### src/rtl/first_fit_coalescing_allocator_core_assert.svh
// Assertion macros used by the allocator core.
`ifndef FIRST_FIT_COALESCING_ALLOCATOR_CORE_ASSERT_SVH
`define FIRST_FIT_COALESCING_ALLOCATOR_CORE_ASSERT_SVH

// Same-cycle implication, checked out of reset.
`define FFCA_ASSERT_NOW(label, pre, post, msg) \
  label: assert property (@(posedge clk) disable iff (!rst_n) (pre) |-> (post)) \
    else $error(msg);

// Next-cycle implication, checked out of reset.
`define FFCA_ASSERT_NEXT(label, pre, post, msg) \
  label: assert property (@(posedge clk) disable iff (!rst_n) (pre) |=> (post)) \
    else $error(msg);

`endif

### src/rtl/ffca_pkg.sv
// Types, constants and helpers of the first-fit coalescing allocator.
package ffca_pkg;

  localparam int MAX_SEGMENTS = 32;
  localparam int ALIGN_BYTES  = 8;
  localparam int PAGE_BYTES   = 4096;

  localparam int ADDR_W  = 32;
  localparam int NEED_W  = ADDR_W + 1;
  localparam int GF_W    = 16;
  localparam int PROD_W  = ADDR_W + GF_W;
  localparam int GROW_W  = PROD_W - 8;
  localparam int IDX_W   = $clog2(MAX_SEGMENTS);
  localparam int CNT_W   = $clog2(MAX_SEGMENTS + 1);
  localparam int CFG_IDX_W = 8;

  localparam logic [CFG_IDX_W-1:0] CFG_MAX_HEAP = CFG_IDX_W'(0);
  localparam logic [CFG_IDX_W-1:0] CFG_GROWTH   = CFG_IDX_W'(1);

  localparam logic [ADDR_W-1:0] MAX_HEAP_RST = ADDR_W'(1048576);
  localparam logic [GF_W-1:0]   GROWTH_RST   = GF_W'(256);

  typedef enum logic [1:0] {
    ST_OK    = 2'd0,
    ST_LIMIT = 2'd1,
    ST_FULL  = 2'd2
  } status_t;

  typedef struct packed {
    logic              kind;
    logic [ADDR_W-1:0] length;
    logic [ADDR_W-1:0] free_address;
  } alloc_in_t;

  typedef struct packed {
    logic [ADDR_W-1:0] address;
    logic [1:0]        status;
  } alloc_out_t;

  typedef struct packed {
    logic [ADDR_W-1:0] seg_start;
    logic [ADDR_W-1:0] seg_end;
  } seg_t;

  typedef struct packed {
    logic              fail;
    logic [ADDR_W-1:0] new_top;
  } grow_res_t;

  // Round a byte length up to the alignment unit, keeping the carry bit.
  function automatic logic [NEED_W-1:0] round_need(input logic [ADDR_W-1:0] len);
    logic [NEED_W-1:0] sum;
    sum = {1'b0, len} + NEED_W'(ALIGN_BYTES - 1);
    return sum & ~NEED_W'(ALIGN_BYTES - 1);
  endfunction

endpackage

### src/rtl/ffca_seg_tbl.sv
// Register file of free segments: one read port, one write port.
module ffca_seg_tbl (
  input  logic                          clk,
  input  logic                          rst_n,
  input  logic [ffca_pkg::IDX_W-1:0]    rd_idx,
  output ffca_pkg::seg_t                rd_seg,
  input  logic                          wr_en,
  input  logic [ffca_pkg::IDX_W-1:0]    wr_idx,
  input  ffca_pkg::seg_t                wr_seg
);

  ffca_pkg::seg_t seg_r [ffca_pkg::MAX_SEGMENTS];

  // Entry 0 starts as one free page; the rest are filled before use.
  always_ff @(posedge clk) begin
    if (!rst_n) begin
      seg_r[0] <= '{seg_start: '0,
                    seg_end: ffca_pkg::ADDR_W'(ffca_pkg::PAGE_BYTES)};
    end else if (wr_en) begin
      seg_r[wr_idx] <= wr_seg;
    end
  end

  assign rd_seg = seg_r[rd_idx];

endmodule

### src/rtl/ffca_grow_unit.sv
// Heap growth: registered top times factor, then page rounding and limit check.
module ffca_grow_unit (
  input  logic                            clk,
  input  logic [ffca_pkg::ADDR_W-1:0]     heap_top,
  input  logic [ffca_pkg::GF_W-1:0]       growth_factor,
  input  logic [ffca_pkg::ADDR_W-1:0]     max_heap,
  output ffca_pkg::grow_res_t             res
);

  localparam int RND_W = ffca_pkg::GROW_W + 1;
  localparam int TOP_W = RND_W + 1;

  logic [ffca_pkg::PROD_W-1:0] prod_r;
  logic [RND_W-1:0]            grow_rnd;
  logic [TOP_W-1:0]            top_sum;

  always_ff @(posedge clk) begin
    prod_r <= heap_top * growth_factor;
  end

  always_comb begin
    grow_rnd = ({1'b0, prod_r[ffca_pkg::PROD_W-1:8]} + RND_W'(ffca_pkg::PAGE_BYTES - 1))
               & ~RND_W'(ffca_pkg::PAGE_BYTES - 1);
    top_sum  = TOP_W'(heap_top) + {1'b0, grow_rnd};
    res.fail    = (grow_rnd == '0) || (top_sum > TOP_W'(max_heap));
    res.new_top = top_sum[ffca_pkg::ADDR_W-1:0];
  end

endmodule

### src/rtl/first_fit_coalescing_allocator_core.sv
// Allocate: a first-fit scan, then a rebuild pass that carves the block out, then the response.
// Each growth round: multiply, check, a rebuild that extends or appends a segment, then a new scan.
// Free: a rebuild pass that merges in the freed segment, then the response; at most 32 segments.
// One item at a time: in_ready is high only while idle; the result register frees the input side.
// Cost is set by the single read port of the segment table, walked once per cycle.
// Reset (rst_n, synchronous, active low): one free page [0, 4096), heap top one page.
module first_fit_coalescing_allocator_core (
  input  logic                                clk,
  input  logic                                rst_n,
  input  logic                                in_valid,
  output logic                                in_ready,
  input  ffca_pkg::alloc_in_t                 in_payload,
  output logic                                out_valid,
  input  logic                                out_ready,
  output ffca_pkg::alloc_out_t                out_payload,
  input  logic                                cfg_valid,
  output logic                                cfg_ready,
  input  logic [ffca_pkg::CFG_IDX_W-1:0]      cfg_index,
  input  logic [ffca_pkg::ADDR_W-1:0]         cfg_data
);

`include "first_fit_coalescing_allocator_core_assert.svh"

  localparam int AW = ffca_pkg::ADDR_W;
  localparam int IW = ffca_pkg::IDX_W;
  localparam int CW = ffca_pkg::CNT_W;

  typedef enum logic [7:0] {
    S_IDLE     = 8'b0000_0001,
    S_SCAN     = 8'b0000_0010,
    S_GROW_MUL = 8'b0000_0100,
    S_GROW_CHK = 8'b0000_1000,
    S_PASS     = 8'b0001_0000,
    S_FLUSH    = 8'b0010_0000,
    S_RESP     = 8'b0100_0000,
    S_SPARE    = 8'b1000_0000
  } state_t;

  state_t state_r, state_nxt;

  logic [AW-1:0]              max_r, max_nxt;
  logic [ffca_pkg::GF_W-1:0]  gf_r, gf_nxt;
  logic [AW-1:0]              top_r, top_nxt;
  logic [CW-1:0]              cnt_r, cnt_nxt;
  logic [CW-1:0]              r_r, r_nxt;
  logic [CW-1:0]              w_r, w_nxt;
  logic [ffca_pkg::NEED_W-1:0] need_r, need_nxt;
  logic                       acc_v_r, acc_v_nxt;
  logic [AW-1:0]              acc_s_r, acc_s_nxt;
  logic [AW-1:0]              acc_e_r, acc_e_nxt;
  logic                       ins_pend_r, ins_pend_nxt;
  logic [AW-1:0]              ins_s_r, ins_s_nxt;
  logic [AW-1:0]              ins_e_r, ins_e_nxt;
  logic                       carve_r, carve_nxt;
  logic [IW-1:0]              k_r, k_nxt;
  logic                       ext_r, ext_nxt;
  logic [AW-1:0]              newtop_r, newtop_nxt;
  logic                       grow_pass_r, grow_pass_nxt;
  logic [AW-1:0]              res_addr_r, res_addr_nxt;
  ffca_pkg::status_t          res_st_r, res_st_nxt;
  logic                       out_valid_r, out_valid_nxt;
  ffca_pkg::alloc_out_t       out_r, out_nxt;

  logic [IW-1:0]              rd_idx;
  ffca_pkg::seg_t             rd_seg;
  logic                       tw_en;
  logic [IW-1:0]              tw_idx;
  ffca_pkg::seg_t             tw_seg;
  ffca_pkg::grow_res_t        gres;

  logic [ffca_pkg::NEED_W-1:0] in_need;
  logic [AW+1:0]              free_sum;
  logic [AW-1:0]              free_end;
  logic                       at_end;
  logic                       take_ins;
  logic [AW-1:0]              el_s, el_e;
  logic [AW-1:0]              room;
  logic [CW-1:0]              cnt_m1;

  ffca_seg_tbl u_tbl (
    .clk    (clk),
    .rst_n  (rst_n),
    .rd_idx (rd_idx),
    .rd_seg (rd_seg),
    .wr_en  (tw_en),
    .wr_idx (tw_idx),
    .wr_seg (tw_seg)
  );

  ffca_grow_unit u_grow (
    .clk           (clk),
    .heap_top      (top_r),
    .growth_factor (gf_r),
    .max_heap      (max_r),
    .res           (gres)
  );

  assign in_ready    = (state_r == S_IDLE);
  assign cfg_ready   = 1'b1;
  assign out_valid   = out_valid_r;
  assign out_payload = out_r;

  always_comb begin
    in_need  = ffca_pkg::round_need(in_payload.length);
    free_sum = {2'b00, in_payload.free_address} + {1'b0, in_need};
    free_end = (free_sum > (AW+2)'({AW{1'b1}})) ? {AW{1'b1}} : free_sum[AW-1:0];
    cnt_m1   = cnt_r - CW'(1);
    at_end   = (r_r == cnt_r);
    take_ins = ins_pend_r && (at_end || (rd_seg.seg_start >= ins_s_r));
    room     = rd_seg.seg_end - rd_seg.seg_start;
    if (take_ins) begin
      el_s = ins_s_r;
      el_e = ins_e_r;
    end else begin
      el_s = (carve_r && (r_r[IW-1:0] == k_r)) ? rd_seg.seg_start + need_r[AW-1:0]
                                                : rd_seg.seg_start;
      el_e = (ext_r && (r_r == cnt_m1)) ? newtop_r : rd_seg.seg_end;
    end
    rd_idx = (state_r == S_GROW_CHK) ? cnt_m1[IW-1:0] : r_r[IW-1:0];
  end

  always_comb begin
    state_nxt     = state_r;
    max_nxt       = max_r;
    gf_nxt        = gf_r;
    top_nxt       = top_r;
    cnt_nxt       = cnt_r;
    r_nxt         = r_r;
    w_nxt         = w_r;
    need_nxt      = need_r;
    acc_v_nxt     = acc_v_r;
    acc_s_nxt     = acc_s_r;
    acc_e_nxt     = acc_e_r;
    ins_pend_nxt  = ins_pend_r;
    ins_s_nxt     = ins_s_r;
    ins_e_nxt     = ins_e_r;
    carve_nxt     = carve_r;
    k_nxt         = k_r;
    ext_nxt       = ext_r;
    newtop_nxt    = newtop_r;
    grow_pass_nxt = grow_pass_r;
    res_addr_nxt  = res_addr_r;
    res_st_nxt    = res_st_r;
    out_valid_nxt = out_valid_r && !out_ready;
    out_nxt       = out_r;
    tw_en         = 1'b0;
    tw_idx        = w_r[IW-1:0];
    tw_seg        = '{seg_start: acc_s_r, seg_end: acc_e_r};

    if (cfg_valid) begin
      if (cfg_index == ffca_pkg::CFG_MAX_HEAP) begin
        max_nxt = cfg_data;
      end else if (cfg_index == ffca_pkg::CFG_GROWTH) begin
        gf_nxt = cfg_data[ffca_pkg::GF_W-1:0];
      end
    end

    unique case (state_r)
      S_IDLE: begin
        if (in_valid) begin
          need_nxt     = in_need;
          res_addr_nxt = '0;
          res_st_nxt   = ffca_pkg::ST_OK;
          r_nxt        = '0;
          w_nxt        = '0;
          acc_v_nxt    = 1'b0;
          carve_nxt    = 1'b0;
          ext_nxt      = 1'b0;
          ins_pend_nxt = 1'b0;
          if (!in_payload.kind) begin
            state_nxt = S_SCAN;
          end else if (cnt_r >= CW'(ffca_pkg::MAX_SEGMENTS)) begin
            res_st_nxt = ffca_pkg::ST_FULL;
            state_nxt  = S_RESP;
          end else begin
            ins_pend_nxt  = 1'b1;
            ins_s_nxt     = in_payload.free_address;
            ins_e_nxt     = free_end;
            grow_pass_nxt = 1'b0;
            state_nxt     = S_PASS;
          end
        end
      end
      S_SCAN: begin
        if (at_end) begin
          state_nxt = S_GROW_MUL;
        end else if ((rd_seg.seg_end > rd_seg.seg_start) && ({1'b0, room} > need_r)) begin
          res_addr_nxt  = rd_seg.seg_start;
          carve_nxt     = 1'b1;
          k_nxt         = r_r[IW-1:0];
          grow_pass_nxt = 1'b0;
          r_nxt         = '0;
          w_nxt         = '0;
          acc_v_nxt     = 1'b0;
          state_nxt     = S_PASS;
        end else begin
          r_nxt = r_r + CW'(1);
        end
      end
      S_GROW_MUL: begin
        state_nxt = S_GROW_CHK;
      end
      S_GROW_CHK: begin
        r_nxt         = '0;
        w_nxt         = '0;
        acc_v_nxt     = 1'b0;
        newtop_nxt    = gres.new_top;
        grow_pass_nxt = 1'b1;
        if (gres.fail) begin
          res_st_nxt = ffca_pkg::ST_LIMIT;
          state_nxt  = S_RESP;
        end else if ((cnt_r != '0) && (rd_seg.seg_end == top_r)) begin
          ext_nxt   = 1'b1;
          top_nxt   = gres.new_top;
          state_nxt = S_PASS;
        end else if (cnt_r >= CW'(ffca_pkg::MAX_SEGMENTS)) begin
          res_st_nxt = ffca_pkg::ST_FULL;
          state_nxt  = S_RESP;
        end else begin
          ins_pend_nxt = 1'b1;
          ins_s_nxt    = top_r;
          ins_e_nxt    = gres.new_top;
          top_nxt      = gres.new_top;
          state_nxt    = S_PASS;
        end
      end
      S_PASS: begin
        if (at_end && !ins_pend_r) begin
          state_nxt = S_FLUSH;
        end else begin
          if (take_ins) begin
            ins_pend_nxt = 1'b0;
          end else begin
            r_nxt = r_r + CW'(1);
          end
          // Skip empty segments, merge touching ones, write back the finished one.
          if (el_s != el_e) begin
            if (!acc_v_r) begin
              acc_v_nxt = 1'b1;
              acc_s_nxt = el_s;
              acc_e_nxt = el_e;
            end else if (acc_e_r == el_s) begin
              acc_e_nxt = el_e;
            end else begin
              tw_en     = 1'b1;
              w_nxt     = w_r + CW'(1);
              acc_s_nxt = el_s;
              acc_e_nxt = el_e;
            end
          end
        end
      end
      S_FLUSH: begin
        tw_en     = acc_v_r;
        cnt_nxt   = w_r + CW'(acc_v_r);
        acc_v_nxt = 1'b0;
        carve_nxt = 1'b0;
        ext_nxt   = 1'b0;
        r_nxt     = '0;
        state_nxt = grow_pass_r ? S_SCAN : S_RESP;
      end
      S_RESP: begin
        if (!out_valid_r || out_ready) begin
          out_valid_nxt  = 1'b1;
          out_nxt.address = (res_st_r == ffca_pkg::ST_OK) ? res_addr_r : '0;
          out_nxt.status  = res_st_r;
          state_nxt       = S_IDLE;
        end
      end
      default: begin
        state_nxt = S_IDLE;
      end
    endcase
  end

  always_ff @(posedge clk) begin
    if (!rst_n) begin
      state_r     <= S_IDLE;
      max_r       <= ffca_pkg::MAX_HEAP_RST;
      gf_r        <= ffca_pkg::GROWTH_RST;
      top_r       <= AW'(ffca_pkg::PAGE_BYTES);
      cnt_r       <= CW'(1);
      r_r         <= '0;
      w_r         <= '0;
      acc_v_r     <= 1'b0;
      ins_pend_r  <= 1'b0;
      carve_r     <= 1'b0;
      ext_r       <= 1'b0;
      grow_pass_r <= 1'b0;
      res_st_r    <= ffca_pkg::ST_OK;
      out_valid_r <= 1'b0;
    end else begin
      state_r     <= state_nxt;
      max_r       <= max_nxt;
      gf_r        <= gf_nxt;
      top_r       <= top_nxt;
      cnt_r       <= cnt_nxt;
      r_r         <= r_nxt;
      w_r         <= w_nxt;
      acc_v_r     <= acc_v_nxt;
      ins_pend_r  <= ins_pend_nxt;
      carve_r     <= carve_nxt;
      ext_r       <= ext_nxt;
      grow_pass_r <= grow_pass_nxt;
      res_st_r    <= res_st_nxt;
      out_valid_r <= out_valid_nxt;
    end
  end

  always_ff @(posedge clk) begin
    need_r     <= need_nxt;
    acc_s_r    <= acc_s_nxt;
    acc_e_r    <= acc_e_nxt;
    ins_s_r    <= ins_s_nxt;
    ins_e_r    <= ins_e_nxt;
    k_r        <= k_nxt;
    newtop_r   <= newtop_nxt;
    res_addr_r <= res_addr_nxt;
    out_r      <= out_nxt;
  end

  `FFCA_ASSERT_NOW(a_cnt_bound, 1'b1, cnt_r <= CW'(ffca_pkg::MAX_SEGMENTS), "segment count over table size")
  `FFCA_ASSERT_NOW(a_wr_behind_rd, state_r == S_PASS, w_r <= r_r + CW'(1), "write pointer passed read pointer")
  `FFCA_ASSERT_NEXT(a_busy_after_accept, in_valid && in_ready, !in_ready, "accepted item did not occupy the block")
  `FFCA_ASSERT_NEXT(a_resp_hold, state_r == S_RESP && out_valid_r && !out_ready, state_r == S_RESP, "response dropped while output stalled")

endmodule
### config.mk
export PLATFORM = sky130hd
export DESIGN_NAME = first_fit_coalescing_allocator_core
export DESIGN_NICKNAME = d
export VERILOG_FILES = /design/src/rtl/ffca_pkg.sv /design/src/rtl/ffca_seg_tbl.sv /design/src/rtl/ffca_grow_unit.sv /design/src/rtl/first_fit_coalescing_allocator_core.sv
export VERILOG_INCLUDE_DIRS = /design/src /design/src/rtl
export SDC_FILE = /design/constraint.sdc
export NUM_CORES = 2
export LEC_CHECK = 0
export BUFFER_PORTS_ARGS = -buffer_cell sky130_fd_sc_hd__buf_4
export CORE_ASPECT_RATIO = 1.2
export CORE_MARGIN = 5
export CORE_UTILIZATION = 50
export CTS_BUF_LIST = sky130_fd_sc_hd__clkbuf_8
export CTS_CLUSTER_DIAMETER = 150
export CTS_CLUSTER_SIZE = 16
export DETAILED_ROUTE_END_ITERATION = 12
export PLACE_DENSITY = 0.66
export SLEW_MARGIN = 20
export SYNTH_ARGS = -nofsm -noshare
export SYNTH_HDL_FRONTEND = slang
export SYNTH_SLANG_ARGS = --single-unit
### constraint.sdc
create_clock -name clk -period 47.9 [get_ports clk]
set_clock_uncertainty 0.15 [all_clocks]
set_input_delay 7.185 -clock clk [delete_from_list [all_inputs] [get_ports clk]]
set_output_delay 7.185 -clock clk [all_outputs]
set_load 0.05 [all_outputs]
==> summary by stage <==
Yosys
The share of the Yosys chip area taken by registers is 60.8%. The post-synthesis cell area is 118000 µm². The number of nets in the synthesized netlist is 10007. Sorting the synthesized cells by area gives the leading types as edfxtp_1, nand2_1, fa_1. The synthesized area per cell is 12.6 µm². The async set or reset register ratio after synthesis is 0%. The post-synthesis sequential element count is 2434.

Yosys printed 0 warnings. edfxtp_1 takes more of the synthesized area than any other cell. The number of enable flip-flop cells after synthesis is 2297. In the synthesized netlist, the number of instances is 9339. The count of distinct cell types in the synthesized netlist is 111. The top cell type by area accounts for 58.5% of the synthesized area. For this run, the leading register cell type out of synthesis is edfxtp_1.

Placed design
Once placement finished, the instance area stood at 123000 µm². Once placement completed, the tool counted placed cells totaling 12313. The half-perimeter wire length of the detailed placement result is 256 mm. Buffers placed on the I/O ports in this run total 145. The weighted congestion at the end of routability-driven global placement is 0.976. The worst slack at placement is 33.76 ns.

Timing
The number of setup violations in the final report is 0. The worst pin sits at a relative slew slack of 7.44%. The max-slew violation count came to 0. Setup repair after global routing left no endpoint under its margin. The count of endpoints failing hold in the final timing report is 0. The final critical path time including I/O delays and setup is 14.64 ns. In the finished design, the share of the clock period the worst path needs comes to 30.6%. Based on the critical path, the design can be clocked at up to 68.3 MHz. Across all hold checks on the routed design, the worst slack comes to 0.311 ns. At the pin with the least slew margin, the transition time is 1.38 ns. The accumulated negative setup slack is 0 ns. Setup slack closes at 33.26 ns.

Detailed routing
The remaining antenna violation count is 0. The number of vias per cell is 6.50. The detailed-route via count is 81475. After detailed routing, the number of remaining DRC violations is 0. The DRC violation total after the first TritonRoute iteration is 10515. After detailed routing, the average wire length per cell comes to 32.0 µm.

The first-pass detailed-route iteration total is 8. The routed wire length is 401 mm.

GRT
The initial antenna violation count came to 16. Global routing used 50.7% of the available met2 tracks. In the global route stage, met1 resource usage came out at 39.6%. The global-route met3 utilization is 7.80%. The wire length of the first global-routing pass is 570 mm.

Global routing used 32.0% of the available tracks across all layers. The maximum number of pins on one net before global-route repair is 172. The number of global-route vias before repair was 80216. The busiest layer in global routing is met2. The total overflow left after global routing is 0.

Clock tree
The later pin in the worst-skew pair is clocked with a latency of 1.05 ns. The number of buffers on the longest clock path is 3. The H-tree depth reported by CTS is 4. Buffers inserted during clock tree synthesis total 170. The tree is rooted in a clkbuf_8.

The number of buffers inserted for hold repair after clock tree synthesis is 0. The clock tree from TritonCTS is done. The clock-pin slew of the registers on the worst-case setup and hold paths is 0.11 ns.

The count of cells resized by post-cts repair is 0. The number of setup buffers added after CTS is 0. The clock net sink count is 2434.

Worst setup path
The largest individual stage delay along the critical path comes from the cell buf_4. The largest incremental delay on the critical path is 0.93 ns. The most numerous cell type found on the critical path is buf_4. In this run the critical register-to-register path is launched from state_r[3].

The worst setup path is captured at a register. For the worst setup path, the data required time is 48.39 ns. The count of buffering cells on the critical path with inverters included is 9.

The element type at the critical path start is a register. The cell family contributing the most delay on the critical path is buffers and inverters. The critical path starts at state_r[3]. The number of cells on the worst reg-to-reg path is 33. Along the worst path, the maximum fanout reaches 73.

The kind of critical path is register to register. The critical path crosses 33 cells after its start point. STA puts the critical path data arrival time at 15.13 ns.

Pwr
The total power draw is 3.98 mW. For this design the ratio of total power to cell area is 31.7 nW/µm². IR analysis of the VDD net gives a maximum drop of 28.6 µV.

In this run the static leakage power is 45.7 nW.

Run
The max-capacitance violation count is 0.

Final layout
With fillers left out, the area of the finished cells amounts to 125000 µm². The finished layout holds 12526 standard cells, fillers aside. The library cell used most frequently in the layout, excluding fill and tap cells, is edfxtp_1. The share of final-layout standard cells stronger than drive strength 1 is 8.89%. The fraction of the core area covered by cells at the end of the flow is 53.4%. After the last flow step, the layout net total stands at 10002. Leaving out fill and tap cells, the most frequent cells in the layout are edfxtp_1, nand2_1, inv_1, mux2i_1, a21oi_1. Relative to the synthesized area, the layout overhead comes to 6.44%.

Die
Pin placement for this block handled 147 I/O pins. The die outline width is 453 µm. Once the floorplan was initialized, standard cells occupied 50.2% of the core. The floorplan die area is 246000 µm². The die is 542 µm tall. The core outline area is 235000 µm². The total number of placement rows is 195.

Min path
The startpoint identified for the worst hold timing path is max_r[21]. The type of the most critical hold path is register to register. The worst hold path passes through 2 cells.

Run status
The flow ran to the end, and the final reports show no timing, DRC or antenna violations.
[cells by family (layout without fill, tap and decap cells)]
kind of cell / count (synthesis) / count (layout) / share of synthesized area (%)
other cells: 1 / 5 / 0.00318
fa+ha+maj: 560 / 560 / 7.56
xor+xnor: 296 / 296 / 2.21
mux: 535 / 535 / 4.81
buf+inv: 1014 / 1045 / 3.57
flops: 2434 / 2434 / 60.8
simple gates: 2849 / 2849 / 11.3
compound gates: 1650 / 1650 / 9.74
[final timing paths]
path	end	slack [ns]
worst max-delay path	u_tbl.seg_r[9][44]	33.26
worst min-delay path	max_r[21]	0.31
worst max register to register	u_tbl.seg_r[9][44]	33.26
worst min register to register	max_r[21]	0.31
[sequential cells by signal, indices dropped and copies added, names as in the netlist, 32 cells and up]
signal         cells
u_tbl.seg_r     2048
u_grow.prod_r     36
out_payload       34
acc_e_r           32
acc_s_r           32
ins_e_r           32
ins_s_r           32
max_r             32
res_addr_r        32
[cell type report]
type	instances	area, µm²
clock inverter	35	214
tap	3152	3940
fill	19688	109000
antenna	4	10.0
clock buffer	173	2380
multi-input combinational	5891	42500
inverter	461	1730
timing repair buffer	376	2930
sequential	2434	71700
[worst register-to-register path: cells and delay by family (launching register included)]
kind,cells,cell delay (ns)
buffers and inverters,9,5.15
AOI/OAI and AO/OA,10,3.56
and+or+nand+nor,9,3.17
muxes,3,1.02
DFF,1,0.54
adders and majority gates,1,0.34
xor gates and xnor gates,1,0.27
[routing by layer]
| layer | share of wire [%] | vias up |
|---|---|---|
| met5 | 0.016 | - |
| met4 | 7.7 | 10 |
| met3 | 11 | 1183 |
| met2 | 46 | 5101 |
| met1 | 35 | 40837 |
| li1 | - | 34344 |
[report_power, final]
group / leakage [nW] / internal [mW] / switching, mW
Combinational: 21.4 / 0.191 / 0.399
Sequential: 22.9 / 2.35 / 0.0345
Clock: 1.43 / 0.332 / 0.671
Total: 45.7 / 2.88 / 1.10
[cells in the mapped netlist, types with 36 or more instances]
master / n
a221oi_1: 84
and3_1: 103
mux2i_1: 462
a21o_1: 65
nor2_1: 319
o21ai_0: 169
inv_1: 459
buf_2: 152
ha_1: 304
nor2b_1: 40
nor4_1: 51
clkbuf_1: 284
nor3_1: 148
and2_1: 224
a21oi_1: 404
a32o_1: 48
a211oi_1: 165
edfxtp_1: 2297
a22oi_1: 55
nand2_1: 1389
a31oi_1: 130
xnor2_1: 175
o22ai_1: 80
dfxtp_1: 137
mux2_2: 53
a2111oi_0: 36
a32oi_1: 102
xor2_1: 120
nand2b_1: 76
fa_1: 254
buf_1: 71
nand4_1: 49
nand3_1: 314
No activity file was read; power rests on OpenSTA's default activity.
